--- config.mk ---
export PLATFORM = sky130hd
export DESIGN_NAME = amo_ctrl
export DESIGN_NICKNAME = d
export VERILOG_FILES = /design/src/amo_pkg.sv /design/src/amo_ctrl.sv
export SDC_FILE = /design/constraint.sdc
export NUM_CORES = 1
export LEC_CHECK = 0
export BUFFER_PORTS_ARGS = -buffer_cell sky130_fd_sc_hd__clkbuf_2
export CORE_AREA = 2 2 39 41
export CTS_CLUSTER_DIAMETER = 200
export DETAILED_ROUTE_END_ITERATION = 6
export DIE_AREA = 0 0 41 43
export GPL_TIMING_DRIVEN = 0
export HOLD_SLACK_MARGIN = 0.08
export SLEW_MARGIN = 20
export SYNTH_ARGS = -nofsm -noshare
export SYNTH_HDL_FRONTEND = slang
export SYNTH_SLANG_ARGS = --single-unit
--- constraint.sdc ---
create_clock -name clk -period 1.2 [get_ports clk]
set_input_delay 0.18 -clock clk [delete_from_list [all_inputs] [get_ports clk]]
set_output_delay 0.18 -clock clk [all_outputs]
set_load 0.1 [all_outputs]
--- src/amo_pkg.sv ---
package amo_pkg;

    localparam int MODE_W    = 5;
    localparam int WCODE_W   = 3;
    localparam int REGIDX_W  = 5;
    localparam int ADDR_W    = 12;
    localparam int DATA_W    = 32;
    localparam int FAULT_W   = 2;

    // word index carried by a byte address
    localparam int WORD_INDEX_W = ADDR_W - 2;

    // restoring steps for the wrap of the word index; enough for the
    // smallest store (1024 / 16 = 64 wraps)
    localparam int MOD_STEPS = 6;

    localparam logic [MODE_W-1:0] OP_ADD  = 5'h00;
    localparam logic [MODE_W-1:0] OP_SWAP = 5'h01;
    localparam logic [MODE_W-1:0] OP_LR   = 5'h02;
    localparam logic [MODE_W-1:0] OP_SC   = 5'h03;
    localparam logic [MODE_W-1:0] OP_XOR  = 5'h04;
    localparam logic [MODE_W-1:0] OP_OR   = 5'h08;
    localparam logic [MODE_W-1:0] OP_AND  = 5'h0C;
    localparam logic [MODE_W-1:0] OP_MIN  = 5'h10;
    localparam logic [MODE_W-1:0] OP_MAX  = 5'h14;
    localparam logic [MODE_W-1:0] OP_MINU = 5'h18;
    localparam logic [MODE_W-1:0] OP_MAXU = 5'h1C;

    localparam logic [WCODE_W-1:0] WORD_WIDTH_CODE = 3'd2;

    localparam logic [FAULT_W-1:0] FAULT_NONE           = 2'd0;
    localparam logic [FAULT_W-1:0] FAULT_ILLEGAL        = 2'd1;
    localparam logic [FAULT_W-1:0] FAULT_LOAD_MISALIGN  = 2'd2;
    localparam logic [FAULT_W-1:0] FAULT_STORE_MISALIGN = 2'd3;

    typedef struct packed {
        logic [MODE_W-1:0]   mode;
        logic [WCODE_W-1:0]  width_code;
        logic [REGIDX_W-1:0] second_reg_index;
        logic [ADDR_W-1:0]   address;
        logic [DATA_W-1:0]   operand;
    } amo_req_t;

    typedef struct packed {
        logic [DATA_W-1:0]  result_data;
        logic [FAULT_W-1:0] fault;
    } amo_rsp_t;

    // controller -> datapath
    typedef struct packed {
        logic clear;    // write one zero word of the clear sweep
        logic capture;  // latch the request and read its word
        logic commit;   // write back, update reservation, load result
    } amo_cmd_t;

    // datapath -> controller
    typedef struct packed {
        logic clear_last;
    } amo_status_t;

    function automatic logic known_mode(input logic [MODE_W-1:0] m);
        logic k;
        case (m)
            OP_ADD, OP_SWAP, OP_LR, OP_SC, OP_XOR, OP_OR, OP_AND,
            OP_MIN, OP_MAX, OP_MINU, OP_MAXU: k = 1'b1;
            default:                          k = 1'b0;
        endcase
        return k;
    endfunction

    function automatic logic [DATA_W-1:0] combine(
        input logic [MODE_W-1:0] m,
        input logic [DATA_W-1:0] old,
        input logic [DATA_W-1:0] opd
    );
        logic [DATA_W-1:0] r;
        case (m)
            OP_ADD:  r = old + opd;
            OP_XOR:  r = old ^ opd;
            OP_AND:  r = old & opd;
            OP_OR:   r = old | opd;
            OP_MIN:  r = ($signed(old) > $signed(opd)) ? opd : old;
            OP_MAX:  r = ($signed(old) > $signed(opd)) ? old : opd;
            OP_MINU: r = (old > opd) ? opd : old;
            OP_MAXU: r = (old > opd) ? old : opd;
            default: r = opd; // swap
        endcase
        return r;
    endfunction

endpackage

--- src/amo_ctrl.sv ---
module amo_ctrl import amo_pkg::*;
(
    input  logic        clk,
    input  logic        rst_n,
    input  logic        in_valid,
    output logic        in_ready,
    output logic        out_valid,
    input  logic        out_ready,
    input  amo_status_t status,
    output amo_cmd_t    cmd
);

    typedef enum logic [2:0] {
        ST_CLEAR = 3'b001,
        ST_IDLE  = 3'b010,
        ST_EXEC  = 3'b100
    } state_t;

    state_t state_reg, state_next;
    logic   out_valid_reg, out_valid_next;
    logic   out_free;

    assign out_free = !out_valid_reg || out_ready;

    always_comb
    begin
        state_next  = state_reg;
        cmd         = '0;
        in_ready    = 1'b0;
        case (state_reg)
            ST_CLEAR:
            begin
                cmd.clear = 1'b1;
                if (status.clear_last)
                begin
                    state_next = ST_IDLE;
                end
            end
            ST_IDLE:
            begin
                in_ready = 1'b1;
                if (in_valid)
                begin
                    cmd.capture = 1'b1;
                    state_next  = ST_EXEC;
                end
            end
            ST_EXEC:
            begin
                // hold until the result register can take the word
                if (out_free)
                begin
                    cmd.commit = 1'b1;
                    state_next = ST_IDLE;
                end
            end
            default:
            begin
                state_next = ST_CLEAR;
            end
        endcase
    end

    always_comb
    begin
        if (cmd.commit)
        begin
            out_valid_next = 1'b1;
        end
        else if (out_ready)
        begin
            out_valid_next = 1'b0;
        end
        else
        begin
            out_valid_next = out_valid_reg;
        end
    end

    always_ff @(posedge clk or negedge rst_n)
    begin
        if (!rst_n)
        begin
            state_reg     <= ST_CLEAR;
            out_valid_reg <= 1'b0;
        end
        else
        begin
            state_reg     <= state_next;
            out_valid_reg <= out_valid_next;
        end
    end

    assign out_valid = out_valid_reg;

endmodule

* After elaboration in Yosys (flattened, before gate mapping) *
Cells that the tools add are included.

storage, ports and cells
  bits in registers = 4
  bits of input ports = 5
  output and inout port bits = 5
  word-level logic and storage cells = 24

operators by class
  eq/ne operators = 6
  multiplexer cells = 12
  reduce and logical (&&, ||, !) cells = 4

operators with widths
  operator                                        count
  2-to-1 mux 3 bit                                3
  one-hot mux 3 bit (3 select lines)              1
  2-to-1 mux 1 bit                                8
  != test 2 bit (second input constant)           3
  == test 3 x 1 -> 1 bit (second input constant)  1
  == test 3 x 2 -> 1 bit (second input constant)  1
  == test 3 bit (second input constant)           1
  AND reduction 3 bit                             1
  nonzero test 2 bit                              1
  zero test 1 bit                                 1
  logical OR 1 bit                                1

* Depth between registers and ports, before layout *
Gate-level depths: netlist of run 1.

  word-level depth = 5
  gate-level depth with buffers = 4
  depth with buffers taken out = 3

* Least setup slack after synthesis of run 1 *
No wires, ideal clock.

  path type = flip-flop to output port
  from = register state_reg[0]
  to = output cmd[2] (netlist bit)
  arrival time = 2.730 ns
  required time = 1.020 ns
  setup slack = -1.710 ns
  cell stages (with the launch flop) = 2
  cells stage by stage = dfstp_2 > nor3b_1

RTL lines
  element                 RTL line        RTL
  start, declared         amo_ctrl.sv:19  state_t state_reg, state_next;
  start signal, assigned  amo_ctrl.sv:89  state_reg <= state_next;
  end, declared           amo_ctrl.sv:10  output amo_cmd_t cmd

==> out/qor.yml, run 1 <==
status:
  status: "finished, violations left"
  violations: "negative setup slack"
finish:
  nets: 52
  n_antenna_cell: 0
  largest_reg_flops: 3
  drive_above_1_share_pct: 71.74
  final_util_pct: 36.35
  final_cells: 62
  final.fill_count: 143
  syn_to_final_growth_pct: 136.5
power_and_ir_drop:
  p_switching_uw: 643.1
  p_int_uw: 780.9
  pwr-share-clk_pct: 13.0
  seq_power_share_pct: 17.7
  p_leak_nw: 0.2362
  p_comb_share_pct: 69.3
  sw_frac_of_total_pct: 45.16
  finalPower_mw: 1.424
  peakVddDrop_v: 0.0008486
  p_per_area_nw_per_um2: 2831
timing:
  fin_crit_sh_pct: 124.7
  final_max_slew_viol_count: 0
  tightest_slew_ns: 0.2999
  finalHoldViolCount: 0
  grt_setup_unrepaired: "yes"
  fin_ws_ns: -0.2965
  max_freq_ghz: 0.6682
  slew_headroom_pct: 80.12
  setup_violations: 4
  tns_ns: -0.9210
  skew_ns: 0.007985
  post-route-min-period_ns: 1.497
worst_setup_path:
  r2r-end: "state_reg[1]$_DFFE_PN0P_"
  crit_path_cell_trace: "nand2b_4 -> nor2_4 -> and2_4 -> clkbuf_16"
  r2r_cells: 5
  startpoint_type: "register"
  cp.required_ns: 1.02
  r2r_slack_ns: 0.01
  crit_fanout: 4
  cp-end-kind: "output port"
  path_class: "register to output port"
  arrival_ns: 1.32
  max_stage_delay_ns: 0.56
  r2r_start: "state_reg[0]$_DFFE_PN1P_"
  slowest_stage: "dfstp_2"
drt:
  via_per_inst: 4.000
  drt_first_pass_iters: 3
  antenna_left: 0
  vias: 248
  drc_errors: 0
  routed_wl_um: 600
  wire_per_inst_um: 9.677
  drtIter0Drc: 2
synth:
  synth_cells: 23
  synth_seq_cells: 4
  yosys_warnings: 0
  ys_seq_area_share_pct: 47.65
  ys_types: 16
  syn-num-nets: 28
  syn_area_per_cell_sq_um: 9.248
  netlist_area_sq_um: 212.7
grt:
  overflow: 0
  grt_max_degree: 6
  grt_pass1_wl_um: 903
  grt.total_usage_pct: 7.460
  grt_pass1_vias: 252
  antenna_found_initial: 0
floorplan:
  die_h_um: 43
  io_pins: 10
  rows: 14
  dieArea_sq_um: 1763
  core_area_sq_um: 1384
  initial_core_util_pct: 15.37
  die_w_um: 41
worst_hold_path:
  hold_start: "in_valid"
  hp-class: "primary input to register"
  min_to: "state_reg[2]$_DFFE_PN0P_"
  hold_path_depth: 3
place:
  finalWeightedCongestion: 0.6578
  dp_cells: 48
  post-place-ws_ns: -0.3813
  io_buffers: 9
  dp.final_hpwl_um: 341.4
clock_network:
  numCtsBuffers: 3
  clock-sinks: 4
  clock_path_buffers: 2
  cts_tree: "yes"
  clk_latency_ns: 0.23
  path_clk_slew_ns: 0.05
  htreeDepth: 1
  root_buffer: "clkbuf_4"
flow_run:
  cap_violations: 0
==> metrics by stage <==
stage	hold WS, ns	area (sq um)
3_3_place_gp	-0.01020	312.8
3_5_place_dp	-0.01039	312.8
2_1_floorplan	-0.1156	247.7
5_1_grt	0.2195	503.0
6_report	0.2132	503.0
4_1_cts	0.2182	465.4
==> power groups by stage <==
stage	Clock, mW	Sequential (mW)	Combinational, mW
after floorplan	0	0.287	0.498
after global placement	0	0.277	0.585
after detailed placement	0	0.277	0.585
after CTS	0.193	0.253	0.873
after global routing	0.201	0.255	1.03
final	0.185	0.252	0.987
==> cells in the final DEF, fill, tap and decap left out, drive strengths merged <==
cell         synthesis  routed
o21ai                2       2
and2b                1       1
nand3b               2       2
nor3b                1       1
dfstp                1       1
dlygate4sd3          0       1
and2                 1       1
a21oi                1       1
nand2b               2       2
nand2                1       1
dfrtp                3       3
nand3                2       2
buf                  1      11
o2bb2ai              1       1
nor2                 3       3
inv                  1       1
clkbuf               0      12
==> critical path: cells and delay by family, from the launching register on <==
kind	cells	cell delay [ns]
buf+inv	1	0.19
simple gates	3	0.35
flops	1	0.56
==> logic make-up after synthesis <==
group	share of synthesized area, %
and+or+nand+nor	35.89
DFF	47.65
AOI/OAI and AO/OA	11.18
buffers and inverters	5.294
==> layout make-up <==
| cell class | instances | area (sq um) | area share (%) |
|---|---|---|---|
| clock buffers | 4 | 26.28 | 5.224 |
| flip-flops and latches | 4 | 106.4 | 21.14 |
| well taps | 16 | 20.02 | 3.980 |
| repair buffers | 19 | 200.2 | 39.80 |
| plain buffers | 1 | 11.26 | 2.239 |
| inverters | 1 | 3.754 | 0.7463 |
| multi-input cells | 17 | 135.1 | 26.87 |
==> how the worst max path moves through the flow <==
stage / startpoint / slack, ns / endpoint / cells past startpoint
after floorplan: state_reg[0]$_DFFE_PN1P_ / -0.45 / cmd[1] / 3
after global placement: state_reg[1]$_DFFE_PN0P_ / -0.37 / cmd[0] / 5
after detailed placement: state_reg[1]$_DFFE_PN0P_ / -0.38 / cmd[0] / 5
after CTS: state_reg[0]$_DFFE_PN1P_ / -0.30 / cmd[1] / 4
after global routing: state_reg[1]$_DFFE_PN0P_ / -0.33 / cmd[1] / 5
final: state_reg[0]$_DFFE_PN1P_ / -0.30 / cmd[1] / 4
==> routing by layer <==
| metal | part of all wire [%] | global-route usage [%] | vias up |
|---|---|---|---|
| li1 | - | - | 123 |
| met1 | 41 | 8.143 | 121 |
| met2 | 57 | 12.50 | 4 |
| met3 | 1.7 | 1.571 | 0 |
| met4 | 0 | 4.000 | 0 |
| met5 | 0 | 0 | - |
==> timing repair <==
item,in CTS,in global routing
hold buffers,1,0
endpoints found under the setup margin,5,4
resized for setup,14,5
buffers inserted,6,3
hold endpoints to repair,4,0
pin swaps,1,0
==> cells in the mapped netlist <==
cell	count	area share, %
dfrtp_1	3	35
nand2b_1	2	5.9
nand3_1	2	4.7
nand3b_1	2	7.1
nor2_1	2	3.5
o21ai_1	2	4.7
a21oi_1	1	2.4
and2_1	1	2.9
and2b_1	1	3.5
buf_4	1	3.5
dfstp_2	1	12
inv_1	1	1.8
nand2_1	1	1.8
nor2_2	1	2.9
nor3b_1	1	3.5
o2bb2ai_1	1	4.1
(Power assumes the default switching activity.)
==> run 2, diff against run 1 <==
--- a/config.mk
+++ b/config.mk
@@ -12,6 +12,7 @@
 export DIE_AREA = 0 0 41 43
 export GPL_TIMING_DRIVEN = 0
 export HOLD_SLACK_MARGIN = 0.08
+export PLACE_DENSITY = 0.41
 export SLEW_MARGIN = 20
 export SYNTH_ARGS = -nofsm -noshare
 export SYNTH_HDL_FRONTEND = slang
==> run 2 against run 1 <==
  * The run still ends with negative setup slack left
  * First-iteration DRC count grew to 2.5 times the previous value
  * Setup slack lost 0.0067 ns
  * Final cell count shrank 6.5%
  * Global-route usage grew 1.3 points
  * Flip-flop and latch count is the same
  * Utilization shrank 2.2 points
  * Clock-buffer cell count is the same
  * Total power shrank 7.1%
  * Worst hold slack gained 0.020 ns
  * Register-to-register slack gained 0.09 ns
  * Sequential power is essentially flat
  * Largest cell class unchanged
==> out/qor.yml, run 2 (synthesis results as in run 1) <==
status:
  status: "finished, violations left"
  violations: "negative setup slack"
drt:
  drtIter0Drc: 5  # +3
  routed_wl_um: 535  # -11%
  via_per_inst: 4.034  # +0.86%
  antenna_left: 0  # unchanged
  vias: 234  # -5.6%
  drc_errors: 0  # unchanged
  wire_per_inst_um: 9.224  # -4.7%
  drt_first_pass_iters: 4  # +1
power_and_ir_drop:
  p_int_uw: 706.8  # -9.5%
  p_comb_share_pct: 67.2  # -2.1 points
  p_switching_uw: 616.2  # -4.2%
  p_per_area_nw_per_um2: 2797  # -1.2%
  p_leak_nw: 0.2179  # -7.7%
  sw_frac_of_total_pct: 46.58  # +1.4 points
  seq_power_share_pct: 19.2  # +1.5 points
  pwr-share-clk_pct: 13.6  # +0.6 points
  peakVddDrop_v: 0.0008018  # -5.5%
worst_setup_path:
  critical_path.top_delay_family: "flip-flops"
  crit_fanout: 5  # +1
  cp.required_ns: 1.02  # about the same
  worst-path-buf-inv: 1  # unchanged
  arrival_ns: 1.32  # about the same
  crit_start: "state_reg[0]$_DFFE_PN1P_"
  crit_path_cell_trace: "nand2b_4 -> nor2_4 -> and2_4 -> clkbuf_16"
  slowest_stage: "dfstp_2"
  path_class: "register to output port"
  startpoint_type: "register"
  cp-end-kind: "output port"
  max_stage_delay_ns: 0.57  # about the same
  r2r_start: "state_reg[0]$_DFFE_PN1P_"
place:
  finalWeightedCongestion: 0.7906  # +20%
  dp.final_hpwl_um: 385.1  # +13%
  post-place-ws_ns: -0.3676  # +0.01370 ns
  io_buffers: 9  # unchanged
clock_network:
  root_buffer: "clkbuf_4"
  numCtsBuffers: 3  # unchanged
  clock_path_buffers: 2  # unchanged
  clock-sinks: 4  # unchanged
  htreeDepth: 1  # unchanged
  cts_tree: "yes"
  path_clk_slew_ns: 0.03  # -0.02 ns
  clk_latency_ns: 0.24  # about the same
finish:
  largest_reg_flops: 3  # unchanged
  final_common_cell: "buf_4"
  final.fill_count: 146  # +2.1%
  n_antenna_cell: 0  # unchanged
  final_util_pct: 34.18  # -2.2 points
  nets: 48  # -7.7%
  drive_above_1_share_pct: 69.05  # -2.7 points
  syn_to_final_growth_pct: 122.4
  layout_common_cells: "buf_4, clkbuf_4, clkbuf_2"
grt:
  grt_max_degree: 6  # unchanged
  grt_pass1_vias: 235  # -6.7%
  grt.total_usage_pct: 8.770  # +1.3 points
  overflow: 0  # unchanged
  grt_pass1_wl_um: 959  # +6.2%
  antenna_found_initial: 0  # unchanged
floorplan:
  core_area_sq_um: 1384  # unchanged
  rows: 14  # unchanged
  die_w_um: 41  # unchanged
  initial_core_util_pct: 15.37  # unchanged
  die_h_um: 43  # unchanged
  io_pins: 10  # unchanged
  dieArea_sq_um: 1763  # unchanged
timing:
  tightest_slew_ns: 0.3010  # +0.001139 ns
  finalHoldViolCount: 0  # unchanged
  max_freq_ghz: 0.6652  # -0.45%
  post-route-min-period_ns: 1.503  # +0.006731 ns
  fin_ws_ns: -0.3033  # -0.006731 ns
  grt_setup_unrepaired: "yes"
  skew_ns: 0.01151  # +0.003526 ns
  slew_headroom_pct: 80.04  # about the same
  final_max_slew_viol_count: 0  # unchanged
  setup_violations: 4  # unchanged
  fin_crit_sh_pct: 125.3  # +0.56 points
flow_run:
  cap_violations: 0  # unchanged
worst_hold_path:
  hp-class: "primary input to register"
  hold_start: "in_valid"
[run 2: power by group through the flow]
stage	combinational, mW	sequential, mW	clock, mW
6_report	0.889	0.254	0.180
5_1_grt	0.925	0.261	0.199
4_1_cts	0.835	0.251	0.188
3_5_place_dp	0.591	0.275	0
3_3_place_gp	0.591	0.272	0
2_1_floorplan	0.498	0.287	0
[run 2: stage by stage]
step	setup TNS (ns)	hold slack, ns	std cells	cell area, sq um	total power [mW]
6_report	-1.079	0.2329	58	473.0	1.323
4_1_cts	-1.065	0.2302	57	450.4	1.275
5_1_grt	-1.272	0.2296	58	473.0	1.385
3_5_place_dp	-0.8459	-0.008361	48	312.8	0.8658
3_3_place_gp	-0.8331	-0.009340	48	312.8	0.8628
2_1_floorplan	-0.9777	-0.1156	23	247.7	0.7849
[run 2: final cells by class]
| type | instances | area, sq um | area share (%) |
|---|---|---|---|
| Clock buffer | 4 | 26.28 | 5.556 |
| Multi-Input combinational cell | 17 | 135.1 | 28.57 |
| Sequential cell | 4 | 106.4 | 22.49 |
| Inverter | 1 | 3.754 | 0.7937 |
| Timing Repair Buffer | 15 | 170.2 | 35.98 |
| Buffer | 1 | 11.26 | 2.381 |
| Tap cell | 16 | 20.02 | 4.233 |
[run 2: worst min-delay path, stage by stage]
cell and delay [ns]:
clkbuf_2 0.09, nand3_1 0.08, a21oi_1 0.06
[run 2: worst paths after layout]
kind                                                  to  slack (ns)  cells after the start
max in group asynchronous       state_reg[0]$_DFFE_PN1P_        0.70                      2
worst max-delay path                              cmd[1]       -0.30                      4
worst min-delay path            state_reg[2]$_DFFE_PN0P_        0.23                      3
min in group asynchronous          out_valid$_DFFE_PN0P_        0.28                      2
worst min register to register  state_reg[2]$_DFFE_PN0P_        0.55                      1
worst max register to register  state_reg[1]$_DFFE_PN0P_        0.10                      4
[run 2: repair_timing]
| item | 4_1_cts | 5_1_grt |
|---|---|---|
| pin swaps | 1 | 0 |
| hold buffers | 1 | 0 |
| hold endpoints to repair | 4 | 0 |
| endpoints found under the setup margin | 5 | 4 |
| buffers inserted | 4 | 1 |
| resized for setup | 14 | 5 |
[run 2: layer usage]
metal  track usage [%]  part of all wire, %  routed length (um)  vias up
li1                  -                    -                   -      118
met1             8.469                   35                 189      109
met2             13.44                   56                 301        7
met3             7.853                  8.2                  44        0
met4             2.000                    0                   0        0
met5                 0                    0                   0        -
==> run 3, diff against run 2 <==
--- a/config.mk
+++ b/config.mk
@@ -7,12 +7,13 @@
 export LEC_CHECK = 0
 export BUFFER_PORTS_ARGS = -buffer_cell sky130_fd_sc_hd__clkbuf_2
 export CORE_AREA = 2 2 39 41
+export CTS_BUF_LIST = sky130_fd_sc_hd__clkbuf_4 sky130_fd_sc_hd__clkbuf_8
 export CTS_CLUSTER_DIAMETER = 200
 export DETAILED_ROUTE_END_ITERATION = 6
 export DIE_AREA = 0 0 41 43
 export GPL_TIMING_DRIVEN = 0
 export HOLD_SLACK_MARGIN = 0.08
-export PLACE_DENSITY = 0.41
+export PLACE_DENSITY = 0.42
 export SLEW_MARGIN = 20
 export SYNTH_ARGS = -nofsm -noshare
 export SYNTH_HDL_FRONTEND = slang
==> constraint.sdc (replaced) <==
create_clock -name clk -period 1.3 [get_ports clk]
set_input_delay 0.195 -clock clk [delete_from_list [all_inputs] [get_ports clk]]
set_output_delay 0.195 -clock clk [all_outputs]
set_load 0.1 [all_outputs]
==> run 3 against run 2 <==
  * The run still ends with negative setup slack left
  * Clock power is 8% higher
  * Final cell count stayed put
  * Sequential power is 6% lower
  * Flip-flop and latch count stayed put
  * Sequential share of layout area is 0.36 points higher
  * Utilization is 0.54 points lower
  * Die area stayed put
  * Combinational power is 10% lower
  * Total power is 7.2% lower
  * Clock-buffer cell count stayed put
  * First-iteration DRC count is 100% lower
  * Largest cell class unchanged
  * Largest power group unchanged
  * Highest routed layer unchanged
==> out/qor.yml, run 3 (synthesis results as in run 1) <==
floorplan:
  die_w_um: 41  # unchanged
  dieArea_sq_um: 1763  # unchanged
  die_h_um: 43  # unchanged
  rows: 14  # unchanged
  core_area_sq_um: 1384  # unchanged
  initial_core_util_pct: 15.37  # unchanged
  io_pins: 10  # unchanged
clock_network:
  clock_path_buffers: 2  # unchanged
  cts_tree: "yes"
  numCtsBuffers: 3  # unchanged
  htreeDepth: 1  # unchanged
  root_buffer: "clkbuf_4"
  path_clk_slew_ns: 0.04  # about the same
  clk_latency_ns: 0.24  # about the same
  clock-sinks: 4  # unchanged
finish:
  final_common_cell: "buf_4"
  n_antenna_cell: 0  # unchanged
  layout_common_cells: "buf_4, clkbuf_4, clkbuf_2"
  nets: 48  # unchanged
  drive_above_1_share_pct: 71.43  # +2.4 points
  syn_to_final_growth_pct: 118.8
  largest_reg_flops: 3  # unchanged
drt:
  routed_wl_um: 555  # +3.7%
  wire_per_inst_um: 9.569  # +3.7%
  vias: 218  # -6.8%
  drtIter0Drc: 0  # -5
  via_per_inst: 3.759  # -6.8%
  antenna_left: 0  # unchanged
  drc_errors: 0  # unchanged
  drt_first_pass_iters: 1  # -3
power_and_ir_drop:
  peakVddDrop_v: 0.0006484  # -19%
  p_leak_nw: 0.2195  # +0.75%
  p_per_area_nw_per_um2: 2639  # -5.7%
grt:
  antenna_found_initial: 0  # unchanged
  grt_max_degree: 6  # unchanged
  grt_pass1_vias: 262  # +11%
  grt_pass1_wl_um: 945  # -1.5%
  grt.total_usage_pct: 7.940  # -0.83 points
  overflow: 0  # unchanged
timing:
  max_freq_ghz: 0.6552
  finalHoldViolCount: 0  # unchanged
  setup_violations: 4  # unchanged
  post-route-min-period_ns: 1.526
  tightest_slew_ns: 0.4843  # +0.1833 ns
  tns_ns: -0.6650  # +0.4144 ns
  fin_crit_sh_pct: 117.4
  fin_ws_ns: -0.2262  # +0.07706 ns
  skew_ns: 0.01066  # -0.0008472 ns
  final_max_slew_viol_count: 0  # unchanged
  slew_headroom_pct: 67.93  # -12 points
  grt_setup_unrepaired: "yes"
  finalHoldWorstSlack_ns: 0.2523  # +0.01942 ns
worst_hold_path:
  hold_start: "in_valid"
  hold_path_depth: 3  # unchanged
  min_to: "state_reg[2]$_DFFE_PN0P_"
  hp-class: "primary input to register"
worst_setup_path:
  r2r_cells: 4  # unchanged
  r2r_start: "state_reg[0]$_DFFE_PN1P_"
  crit_fanout: 5  # unchanged
  startpoint_type: "register"
  r2r-end: "state_reg[1]$_DFFE_PN0P_"
  arrival_ns: 1.33  # about the same
  path_class: "register to output port"
  cp-end-kind: "output port"
  cp.required_ns: 1.11  # +0.09 ns
  r2r_slack_ns: 0.19  # +0.09 ns
status:
  violations: "negative setup slack"
  status: "finished, violations left"
place:
  io_buffers: 9  # unchanged
  finalWeightedCongestion: 0.7300  # -7.7%
  dp.final_hpwl_um: 402.9  # +4.6%
flow_run:
  cap_violations: 0  # unchanged
run 3: cell types whose count changed in the layout (fill, tap and decap cells not counted), sizes merged:
cell and delta:
buf +1, clkbuf -1
run 3: worst max path at each step:
stage	cells past startpoint	to	from
2_1_floorplan	3	cmd[1]	state_reg[0]$_DFFE_PN1P_
4_1_cts	4	cmd[1]	state_reg[0]$_DFFE_PN1P_
5_1_grt	5	cmd[0]	state_reg[1]$_DFFE_PN0P_
3_5_place_dp	5	cmd[0]	state_reg[1]$_DFFE_PN0P_
6_report	4	cmd[1]	state_reg[0]$_DFFE_PN1P_
3_3_place_gp	5	cmd[0]	state_reg[1]$_DFFE_PN0P_
run 3: stage by stage:
stage / area [sq um] / setup WS (ns) / power, mW / cells / utilization [%]
4_1_cts: 459.2 / -0.2382 / 1.227 / 58 / 33.18
3_3_place_gp: 312.8 / -0.3086 / 0.8007 / 48 / 22.60
6_report: 465.4 / -0.2262 / 1.228 / 58 / 33.63
2_1_floorplan: 247.7 / -0.3691 / 0.7245 / 23 / -
3_5_place_dp: 312.8 / -0.3318 / 0.8043 / 48 / 22.60
5_1_grt: 465.4 / -0.2730 / 1.287 / 58 / 33.63
run 3: final cells by class:
cell class / count / area, sq um
well taps: 16 / 20.02
flip-flops and latches: 4 / 106.4
repair buffers: 15 / 158.9
multi-input cells: 17 / 135.1
fillers: 155 / 918.4
inverters: 1 / 3.754
plain buffers: 1 / 11.26
clock buffers: 4 / 30.03
run 3: what timing repair did:
item                       4_1_cts  5_1_grt
setup buffers                    5        0
hold endpoints to repair         4        0
pin swaps                        1        0
setup endpoints to repair        4        5
hold buffers                     1        0
gates resized for setup         13        4
run 3: worst max-delay path, stage by stage (launching register included):
cell	delay (ns)
dfstp_2	0.57
nand2b_4	0.15
nor2_4	0.04
and2_4	0.14
clkbuf_16	0.19
run 3: per-layer routing:
layer	GRT usage [%]	routed length (um)
met1	9.032	266
met2	12.19	261
met3	3.141	27
met4	4.000	0
met5	0	0
run 3: power by group:
group | internal (mW) | switching, mW
clock | 0.136 | 0.0583
combinational | 0.344 | 0.452
sequential | 0.181 | 0.0569
